## src/rtl/lzhd_pkg.sv

```systemverilog
// lzhd_pkg: shared types and constants of the lz history decompressor
// used by lzhd_parser, lzhd_hist, lzhd_engine and the top level

package lzhd_pkg;

  localparam int SIZE_W = 32;
  localparam int DIST_W = 13;
  localparam int LEN_W  = 9;
  localparam int OUT_W  = 64;
  localparam int CNT_W  = 4;

  localparam logic [4:0]       HDR_LEN   = 5'd16;
  localparam logic [4:0]       MAGIC_END = 5'd4;
  localparam logic [4:0]       SIZE_END  = 5'd8;
  localparam logic [7:0]       MAGIC [4] = '{8'h59, 8'h61, 8'h7a, 8'h30};
  localparam logic [LEN_W-1:0] LONG_BIAS = 9'h012;
  localparam logic [LEN_W-1:0] SHORT_BIAS = 9'h002;
  localparam logic [LEN_W-1:0] MIN_RUN   = 9'h003;
  localparam logic [LEN_W-1:0] MAX_RUN   = 9'h111;
  localparam logic [3:0]       GROUP_FLAGS = 4'd8;

  typedef enum logic [1:0] {
    CMD_NONE,
    CMD_LIT,
    CMD_REF,
    CMD_MARK
  } cmd_kind_t;

  typedef struct packed {
    cmd_kind_t         kind;
    logic              clear;
    logic [7:0]        lit;
    logic [DIST_W-1:0] ref_dist;
    logic [LEN_W-1:0]  len;
    logic              status;
    logic              done;
  } lzhd_cmd_t;

  typedef struct packed {
    logic clr;
    logic wr_en;
    logic rd_en;
  } hist_ctl_t;

  typedef enum logic {
    ENG_IDLE,
    ENG_COPY
  } eng_state_t;

endpackage

```

## src/rtl/lzhd_parser.sv

```systemverilog
// lzhd_parser: header, group flag and back-reference byte parser
// turns each accepted stream byte into a command; depends on lzhd_pkg

module lzhd_parser import lzhd_pkg::*; (
  input  logic       clk,
  input  logic       rst_n,
  input  logic       accept,
  input  logic [7:0] in_byte,
  input  logic       first_byte,
  output lzhd_cmd_t  cmd
);

  logic [4:0]        hp_r, hp, hp_nxt;
  logic [SIZE_W-1:0] size_r, size, size_nxt;
  logic [7:0]        gflags_r, gflags, gflags_nxt;
  logic [3:0]        fleft_r, fleft, fleft_nxt;
  logic [7:0]        rb0_r, rb0, rb0_nxt;
  logic [7:0]        rb1_r, rb1, rb1_nxt, rb1_use;
  logic [1:0]        rcnt_r, rcnt, rcnt_nxt;
  logic [SIZE_W-1:0] tot_r, tot, tot_nxt;
  logic              fin_r, fin, fin_nxt;
  logic              mbad_r, mbad, mbad_nxt;
  logic              run;
  logic [LEN_W-1:0]  run_len;
  logic [SIZE_W:0]   tot_sum;
  logic [2:0]        flag_idx;

  always_comb begin
    hp     = first_byte ? '0 : hp_r;
    size   = first_byte ? '0 : size_r;
    gflags = first_byte ? '0 : gflags_r;
    fleft  = first_byte ? '0 : fleft_r;
    rb0    = first_byte ? '0 : rb0_r;
    rb1    = first_byte ? '0 : rb1_r;
    rcnt   = first_byte ? '0 : rcnt_r;
    tot    = first_byte ? '0 : tot_r;
    fin    = first_byte ? 1'b0 : fin_r;
    mbad   = first_byte ? 1'b0 : mbad_r;

    hp_nxt     = hp;
    size_nxt   = size;
    gflags_nxt = gflags;
    fleft_nxt  = fleft;
    rb0_nxt    = rb0;
    rb1_nxt    = rb1;
    rcnt_nxt   = rcnt;
    tot_nxt    = tot;
    fin_nxt    = fin;
    mbad_nxt   = mbad;

    run      = 1'b0;
    run_len  = '0;
    tot_sum  = '0;
    flag_idx = 3'(fleft - 4'd1);
    rb1_use  = (rcnt == 2'd1) ? in_byte : rb1;

    cmd          = '0;
    cmd.kind     = CMD_NONE;
    cmd.clear    = first_byte;
    cmd.lit      = in_byte;
    cmd.ref_dist = {1'b0, rb0[3:0], rb1_use} + DIST_W'(1);

    if (hp < HDR_LEN) begin
      if (hp < MAGIC_END && in_byte != MAGIC[hp[1:0]]) begin
        mbad_nxt = 1'b1;
      end else if (hp >= MAGIC_END && hp < SIZE_END) begin
        size_nxt = {size[SIZE_W-9:0], in_byte};
      end
      hp_nxt = hp + 5'd1;
      if (hp_nxt == HDR_LEN) begin
        if (mbad_nxt) begin
          cmd.kind   = CMD_MARK;
          cmd.status = 1'b1;
        end else if (size_nxt == '0) begin
          fin_nxt  = 1'b1;
          cmd.kind = CMD_MARK;
          cmd.done = 1'b1;
        end
      end
    end else if (mbad || fin) begin
      // ignored until the next stream
    end else if (fleft == '0) begin
      gflags_nxt = in_byte;
      fleft_nxt  = GROUP_FLAGS;
    end else begin
      priority if (gflags[flag_idx]) begin
        run      = 1'b1;
        run_len  = LEN_W'(1);
        cmd.kind = CMD_LIT;
      end else if (rcnt == 2'd0) begin
        rb0_nxt  = in_byte;
        rcnt_nxt = 2'd1;
      end else if (rcnt == 2'd1) begin
        rb1_nxt  = in_byte;
        rcnt_nxt = 2'd2;
        if (rb0[7:4] != 4'd0) begin
          run      = 1'b1;
          run_len  = LEN_W'(rb0[7:4]) + SHORT_BIAS;
          cmd.kind = CMD_REF;
        end
      end else begin
        run      = 1'b1;
        run_len  = LEN_W'(in_byte) + LONG_BIAS;
        cmd.kind = CMD_REF;
      end
      if (run) begin
        rcnt_nxt  = 2'd0;
        fleft_nxt = fleft - 4'd1;
        tot_sum   = {1'b0, tot} + (SIZE_W+1)'(run_len);
        tot_nxt   = tot_sum[SIZE_W] ? '1 : tot_sum[SIZE_W-1:0];
        if (tot_nxt >= size) begin
          fin_nxt  = 1'b1;
          cmd.done = 1'b1;
        end
      end
    end
    cmd.len = run_len;

    if (!accept) begin
      cmd.kind  = CMD_NONE;
      cmd.clear = 1'b0;
    end
  end

  always_ff @(posedge clk) begin
    if (!rst_n) begin
      hp_r     <= '0;
      size_r   <= '0;
      gflags_r <= '0;
      fleft_r  <= '0;
      rb0_r    <= '0;
      rb1_r    <= '0;
      rcnt_r   <= '0;
      tot_r    <= '0;
      fin_r    <= 1'b0;
      mbad_r   <= 1'b0;
    end else if (accept) begin
      hp_r     <= hp_nxt;
      size_r   <= size_nxt;
      gflags_r <= gflags_nxt;
      fleft_r  <= fleft_nxt;
      rb0_r    <= rb0_nxt;
      rb1_r    <= rb1_nxt;
      rcnt_r   <= rcnt_nxt;
      tot_r    <= tot_nxt;
      fin_r    <= fin_nxt;
      mbad_r   <= mbad_nxt;
    end
  end

endmodule

```

## config.mk

```make
export PLATFORM = sky130hd
export DESIGN_NAME = lzhd_parser
export DESIGN_NICKNAME = d
export VERILOG_FILES = /design/src/rtl/lzhd_pkg.sv /design/src/rtl/lzhd_parser.sv
export SDC_FILE = /design/constraint.sdc
export NUM_CORES = 1
export LEC_CHECK = 0
export ABC_AREA = 1
export ABC_CLOCK_PERIOD_IN_PS = 6100
export BUFFER_PORTS_ARGS = -buffer_cell sky130_fd_sc_hd__buf_2
export CAP_MARGIN = 30
export CELL_PAD_IN_SITES_DETAIL_PLACEMENT = 2
export CELL_PAD_IN_SITES_GLOBAL_PLACEMENT = 2
export CORE_MARGIN = 2
export CORE_UTILIZATION = 34
export DETAILED_ROUTE_END_ITERATION = 10
export PLACE_DENSITY_LB_ADDON = 0.1
export SKIP_CTS_REPAIR_TIMING = 1
export SLEW_MARGIN = 10
export SYNTH_ARGS = -nofsm -noshare
export SYNTH_HDL_FRONTEND = slang
export SYNTH_SLANG_ARGS = --single-unit
```

## constraint.sdc

```tcl
create_clock -name clk -period 6.1 [get_ports clk]
set_input_delay 0.305 -clock clk [delete_from_list [all_inputs] [get_ports clk]]
set_output_delay 0.305 -clock clk [all_outputs]
set_load 0.02 [all_outputs]
```

==> results of run 1 <==
## power breakdown
group,total (mW),internal (mW),switching (mW),leakage (nW)
sequential,0.723,0.696,0.0262,0.831
clock,0.628,0.293,0.336,0.144
combinational,0.473,0.139,0.335,4.09
total,1.82,1.13,0.697,5.07
## layout make-up
| cell class | count | area, µm² | share of cell area, % |
|---|---|---|---|
| repair buffers | 66 | 384 | 3.82 |
| inverters | 214 | 812 | 8.08 |
| well taps | 341 | 427 | 4.24 |
| flip-flops and latches | 101 | 2020 | 20.1 |
| clock buffers | 10 | 229 | 2.28 |
| clock inverters | 6 | 60.1 | 0.597 |
| multi-input cells | 1186 | 6120 | 60.9 |
## final timing paths
check                                end  startpoint  slack [ns]  depth (start not counted)
worst max-delay path              cmd[0]  fleft_r[0]        0.44                         37
worst min-delay path            rb0_r[7]  in_byte[7]        0.36                          3
worst max register to register     fin_r  fleft_r[0]        0.98                         38
worst min register to register  rb0_r[1]    rb0_r[1]        0.47                          2
## registers in the layout, summed over array words and instances, names as in the netlist, 2 cells and up
name	count
gflags_r	8
tot_r	32
rcnt_r	2
rb0_r	8
rb1_r	8
size_r	32
fleft_r	4
hp_r	5
## metrics by stage
step	setup TNS [ns]	hold WS, ns	utilization, %	power [mW]	cells
floorplan	0	0.445	-	1.07	1581
global placement	0	0.453	35.9	1.18	1903
detailed placement	0	0.463	35.9	1.20	1903
CTS	0	0.360	37.0	1.84	1919
global route	-0.0119	0.397	37.3	1.93	1924
finish	0	0.361	37.3	1.82	1924
## critical path: cells and delay by family (launching register included)
kind            cells  cell delay (ns)
simple gates       22             2.30
fa+ha+maj           4             1.20
buf+inv             9             0.91
compound gates      2             0.19
flops               1             0.38
## cell usage in the layout, fill, tap and decap left out, types with 9 or more instances in the layout
| master | count |
|---|---|
| xor2_1 | 16 |
| nand2_2 | 11 |
| dfxtp_1 | 100 |
| nand4_1 | 21 |
| nand3_1 | 114 |
| buf_2 | 46 |
| xnor2_1 | 10 |
| o21ai_1 | 10 |
| o21ai_0 | 109 |
| buf_4 | 19 |
| ha_1 | 55 |
| clkbuf_16 | 9 |
| nand2_1 | 455 |
| a21oi_1 | 122 |
| o211ai_1 | 43 |
| inv_1 | 206 |
| nor3_1 | 14 |
| nor2_1 | 139 |
## kinds of logic (layout without fill, tap and decap cells)
group	Yosys count	after routing	synth area share, %
simple gates	794	794	36.4
compound gates	310	310	18.5
buf+inv	294	296	13.5
flops	101	101	21.6
fa+ha+maj	56	56	7.57
xor+xnor	26	26	2.43
## layer usage
metal | wire length [µm] | share of wire (%) | vias up
li1 | - | - | 5096
met1 | 19000 | 50 | 5199
met2 | 17100 | 45 | 134
met3 | 1010 | 2.7 | 39
met4 | 543 | 1.4 | 0
met5 | 0 | 0 | -
==> flow_summary_export.csv, run 1 <==
group,metric,value,unit
timing,hold_viol,0,
global_routing,grt_use_met3,2.72,%
synth,dominantRegCellSynth,"dfxtp_1",
timing,finalSetupViolCount,0,
synth,syn-instance-count,1581,
global_routing,grt_max_degree,69,
synth,synthMostInstantiatedCell,"nand2_1",
timing,final-max-slew-violation-count,0,
route,detail_route.vias_per_cell,5.44,
layout,antenna_cells,0,
clock_network,h-tree-depth,3,
placement,port_buffers,46,
timing,max-slew-margin-rel,41.2,%
clock_network,clkSinkCount,101,
setup_path,start_kind,"flop",
run_status,outcome,"completed",
synth,async_flop_share,0,%
setup_path,critPathCaptureType,"output port",
placement,hpwlAfterDp,28300,µm
clock_network,insertion_delay,0.37,ns
timing,max_slew.worst_pin.slew,0.880,ns
route,drc_errors,0,
global_routing,grt_busiest_layer,"met2",
synth,yosysWarnings,0,
synth,synth_edf_count,0,
timing,final.period_utilization,92.7,%
synth,synth-seq-cells,101,
global_routing,grt_pass1_wl,60200,µm
placement,dpl_cell_area,0.00968,mm²
global_routing,grtUsageMet1,37.7,%
synth,synth_cell_type_count,49,
global_routing,grt_util_met2,44.2,%
synth,netlist_area,0.00936,mm²
global_routing,antenna_found_initial,0,
route,wire_per_inst,19.6,µm
placement,dp_slack,0.568,ns
power_and_ir_drop,p_per_area,181,mW/mm²
timing,min_period,5.66,ns
setup_path,arrival,5.35,ns
synth,synth_top_area_share,21.6,%
floorplan,die-area,0.0289,mm²
clock_network,clk_path_buf_depth,2,
synth,seq_area_frac_synth,21.6,%
clock_network,numCtsBuffers,9,
timing,skew,0.0108,ns
route,firstDrtPassIters,5,
floorplan,initial_core_util,34.7,%
timing,max_freq,177,MHz
floorplan,die_h,170,µm
flow_run,drv_cap,0,
clock_network,cts_tree,"yes",
layout,drive_above_1_share,8.72,%
route,drtAntennaViolNets,0,
timing,layout_setup_ws,0.443,ns
setup_path,slowest_delay,0.40,ns
power_and_ir_drop,cellLeakagePower,5.07,nW
layout,fin_area,0.0101,mm²
floorplan,design.core.area,0.0270,mm²
power_and_ir_drop,ir_drop,112,µV
worst_hold_path,hold_path_class,"in2reg",
floorplan,io_pins,47,
layout,fillerInstances,3437,
layout,area_delta_synth_final,7.49,%
synth,ys_top_cells_by_count,"456 x nand2_1, 206 x inv_1, 142 x nor2_1",
layout,layout.nets,1646,
placement,gp_congestion,0.901,
route,drt_iter0_drc,505,
global_routing,grt_overflow_total,0,
global_routing,track_usage,26.7,%
setup_path,required,5.79,ns
route,drt-total-wl,37700,µm
setup_path,critPathMaxFanout,8,
global_routing,grt_pass1_vias,10900,
synth,syn_avg_cell_area,5.92,µm²
floorplan,rows,60,
floorplan,die_w,170,µm
clock_network,cts_root_buffer,"clkbuf_16",
clock_network,clk_pin_slew,0.09,ns
route,dr_total_vias,10500,
synth,synthTopCellsByArea,"dfxtp_1 22%, nand2_1 18%, inv_1 8.3%",
synth,synth_top_area_cell,"dfxtp_1",
setup_path,path_common_cell,"nand2_1",
synth,syn_nets,1649,
setup_path,critPathSlowestCell,"fa_1",
setup_path,worstSetupPathType,"reg2out",
Note: power is estimated with default switching activity, not from simulation.
==> run 2, diff against run 1 <==
--- a/config.mk
+++ b/config.mk
@@ -5,14 +5,13 @@
 export SDC_FILE = /design/constraint.sdc
 export NUM_CORES = 1
 export LEC_CHECK = 0
-export ABC_AREA = 1
 export ABC_CLOCK_PERIOD_IN_PS = 6100
 export BUFFER_PORTS_ARGS = -buffer_cell sky130_fd_sc_hd__buf_2
 export CAP_MARGIN = 30
 export CELL_PAD_IN_SITES_DETAIL_PLACEMENT = 2
 export CELL_PAD_IN_SITES_GLOBAL_PLACEMENT = 2
 export CORE_MARGIN = 2
-export CORE_UTILIZATION = 34
+export CORE_UTILIZATION = 36
 export DETAILED_ROUTE_END_ITERATION = 10
 export PLACE_DENSITY_LB_ADDON = 0.1
 export SKIP_CTS_REPAIR_TIMING = 1
==> run 2 against run 1 <==
  * Design area is 17% lower
  * Count of clock-buffer cells in the layout stayed put
  * Clock power is 3% lower
  * Maximum frequency is 4.6% lower
  * Utilization is 4.4 points higher
  * Critical path type unchanged
==> flow_summary_export.csv, run 2 <==
group,metric,value,unit
timing,finalSetupViolCount,0,
setup_path,critPathMaxFanout,7,
timing,max_freq,169,MHz
setup_path,required,5.79,ns
global_routing,grt_max_degree,74,
layout,top_regs,"size_r x32, tot_r x32",
synth,seq_area_frac_synth,27.7,%
timing,max-slew-margin-rel,35.8,%
power_and_ir_drop,ir_drop,145,µV
synth,syn-instance-count,963,
layout,antenna_cells,0,
synth,synth_top_area_share,27.7,%
synth,synth_edf_count,0,
setup_path,critPathSlowestCell,"dfxtp_4",
layout,fillerInstances,2322,
global_routing,grtUsageMet1,38.7,%
setup_path,crit_end,"cmd[0]",
route,firstDrtPassIters,5,
synth,ys_top_cells_by_count,"112 x nand2_1, 112 x nor2_1, 101 x dfxtp_1",
timing,skew,0.0118,ns
timing,max_slew.worst_pin.slew,0.962,ns
floorplan,rows,52,
synth,synth_top_area_cell,"dfxtp_1",
setup_path,cp_cell_sequence,"nand2_1 -> ha_4 -> mux4_2 -> mux2i_4 -> nor2_4 -> or2_4 -> a21oi_4 -> ha_2 -> nor2b_2 -> o2111a_2 -> o311a_4 -> o211ai_1 -> buf_4 -> buf_4 -> buf_4 -> nand2_1 -> ha_1 -> o21ai_1 -> nand2b_1 -> a21oi_1 -> o311ai_1 -> a211oi_2 -> o21ai_2 -> buf_2",
setup_path,critical_path.startpoint,"fleft_r[0]",
clock_network,cts_root_buffer,"clkbuf_16",
setup_path,start_kind,"flop",
synth,synth-seq-cells,101,
timing,final-max-slew-violation-count,0,
setup_path,arrival,5.62,ns
placement,hpwlAfterDp,20900,µm
setup_path,ff2ff_setup_slack,0.64,ns
synth,syn_avg_cell_area,7.59,µm²
setup_path,r2r_start,"fleft_r[0]",
global_routing,track_usage,26.5,%
clock_network,cts_tree,"yes",
floorplan,io_pins,47,
route,wire_per_inst,22.9,µm
setup_path,critPathTopFamily,"compound AO/OA/AOI/OAI gates",
synth,async_flop_share,0,%
timing,hold_viol,0,
layout,layout.nets,1060,
synth,dominantRegCellSynth,"dfxtp_1",
global_routing,grt_use_met3,3.53,%
setup_path,worstSetupPathType,"reg2out",
power_and_ir_drop,fin_total_pwr,1.39,mW
global_routing,grt_util_met2,42.2,%
floorplan,design.core.area,0.0201,mm²
route,dr_total_vias,7589,
synth,netlist_area,0.00731,mm²
global_routing,antenna_found_initial,0,
clock_network,numCtsBuffers,9,
flow_run,drv_cap,0,
global_routing,grt_busiest_layer,"met2",
route,detail_route.vias_per_cell,5.99,
setup_path,r2r_end,"fin_r",
layout,area_delta_synth_final,14.9,%
setup_path,path_common_cell,"buf_4",
clock_network,h-tree-depth,3,
clock_network,clkSinkCount,101,
floorplan,die_h,146,µm
global_routing,grt_overflow_total,0,
setup_path,critPathCaptureType,"output port",
synth,yosysWarnings,0,
clock_network,clk_pin_slew,0.08,ns
power_and_ir_drop,cellLeakagePower,3.27,nW
setup_path,slowest_delay,0.37,ns
global_routing,grt_pass1_vias,7653,
timing,hold_slack,0.435,ns
synth,syn_nets,1031,
synth,synthTopCellsByArea,"dfxtp_1 28%, ha_1 9.4%, a22oi_1 6.5%",
global_routing,grt_pass1_wl,44800,µm
layout,drive_above_1_share,15.8,%
layout,mostFrequentLayoutCells,"110 x nand2_1, 110 x nor2_1, 99 x dfxtp_1",
route,drt-total-wl,29100,µm
timing,final.period_utilization,97.2,%
placement,port_buffers,46,
route,drc_errors,0,
layout,utilization,41.8,%
route,drt_iter0_drc,410,
setup_path,cp_num_cells,24,
floorplan,die_w,146,µm
route,drtAntennaViolNets,0,
floorplan,die-area,0.0214,mm²
clock_network,clk_path_buf_depth,2,
run_status,outcome,"completed",
power_and_ir_drop,p_per_area,166,mW/mm²
setup_path,rr_worst_depth,24,
floorplan,initial_core_util,36.3,%
clock_network,insertion_delay,0.36,ns
placement,gp_congestion,0.831,
timing,min_period,5.93,ns
setup_path,crit_buf_inv,4,
synth,synth_cell_type_count,73,
worst_hold_path,hold_path_class,"in2reg",
[run 2: cell types whose count changed after synthesis, moves of 26 or more]
cell / previous run / this run
a21oi_1: 123 / 50
a22oi_1: 0 / 63
inv_1: 206 / 24
nand2_1: 456 / 112
nand3_1: 116 / 29
nor2_1: 142 / 112
nor2b_1: 0 / 26
o211ai_1: 43 / 7
o21ai_0: 110 / 54
[run 2: through the flow]
stage	setup WS, ns	cells	setup TNS, ns	cell area (µm²)
after floorplan	0.0188	963	0	7370
after global placement	-0.105	1236	-0.114	7770
after detailed placement	-0.229	1237	-0.368	7800
after CTS	-0.468	1253	-0.468	8100
after global routing	-0.0718	1267	-0.0718	8400
final	0.170	1267	0	8400
[run 2: worst min-delay path by stage]
stage	slack, ns	start	endpoint	cells past startpoint
final	0.43	in_byte[4]	size_r[4]	3
after global placement	0.45	tot_r[8]	tot_r[8]	1
after floorplan	0.42	tot_r[0]	tot_r[0]	2
after CTS	0.42	in_byte[3]	rb0_r[3]	3
after detailed placement	0.45	tot_r[2]	tot_r[2]	1
after global routing	0.46	in_byte[2]	size_r[2]	3
[run 2: kinds of logic after synthesis]
group           count (synthesis)  synth area share [%]
compound gates                274                  25.4
xor+xnor                       35                  4.20
fa+ha+maj                      56                  9.69
buf+inv                        93                  5.50
flops                         101                  27.7
mux                             3                 0.925
simple gates                  401                  26.6
[run 2: power breakdown]
group	internal (mW)	switching (mW)	leakage [nW]
registers	0.661	0.00439	0.815
logic	0.0287	0.0917	2.30
clock network	0.301	0.307	0.149
[run 2: area by class of cell]
type                       instances  area (µm²)  area share [%]
tap                              270         338            4.02
inverter                          24        93.8            1.12
clock buffer                      10         239            2.85
sequential                       101        2030            24.1
multi-input combinational        770        5080            60.5
clock inverter                     6        62.6           0.745
timing repair buffer              86         554            6.60
[run 2: worst reg2reg max path: cells and delay by family, from the launching register on]
kind | cells | cell delay, ns
AO/OA/AOI/OAI | 10 | 2.24
adder cells (fa/ha/maj) | 3 | 0.91
AND/OR/NAND/NOR | 6 | 0.85
multiplexers | 2 | 0.55
buffers and inverters | 3 | 0.46
flip-flops | 1 | 0.37
[run 2: layer usage]
metal / vias to the layer above / share of wire, % / routed length, µm
met5: - / 0 / 0
met4: 0 / 0.81 / 236
met3: 17 / 3.6 / 1050
met2: 132 / 46 / 13400
met1: 3862 / 49 / 14300
li1: 3578 / - / -
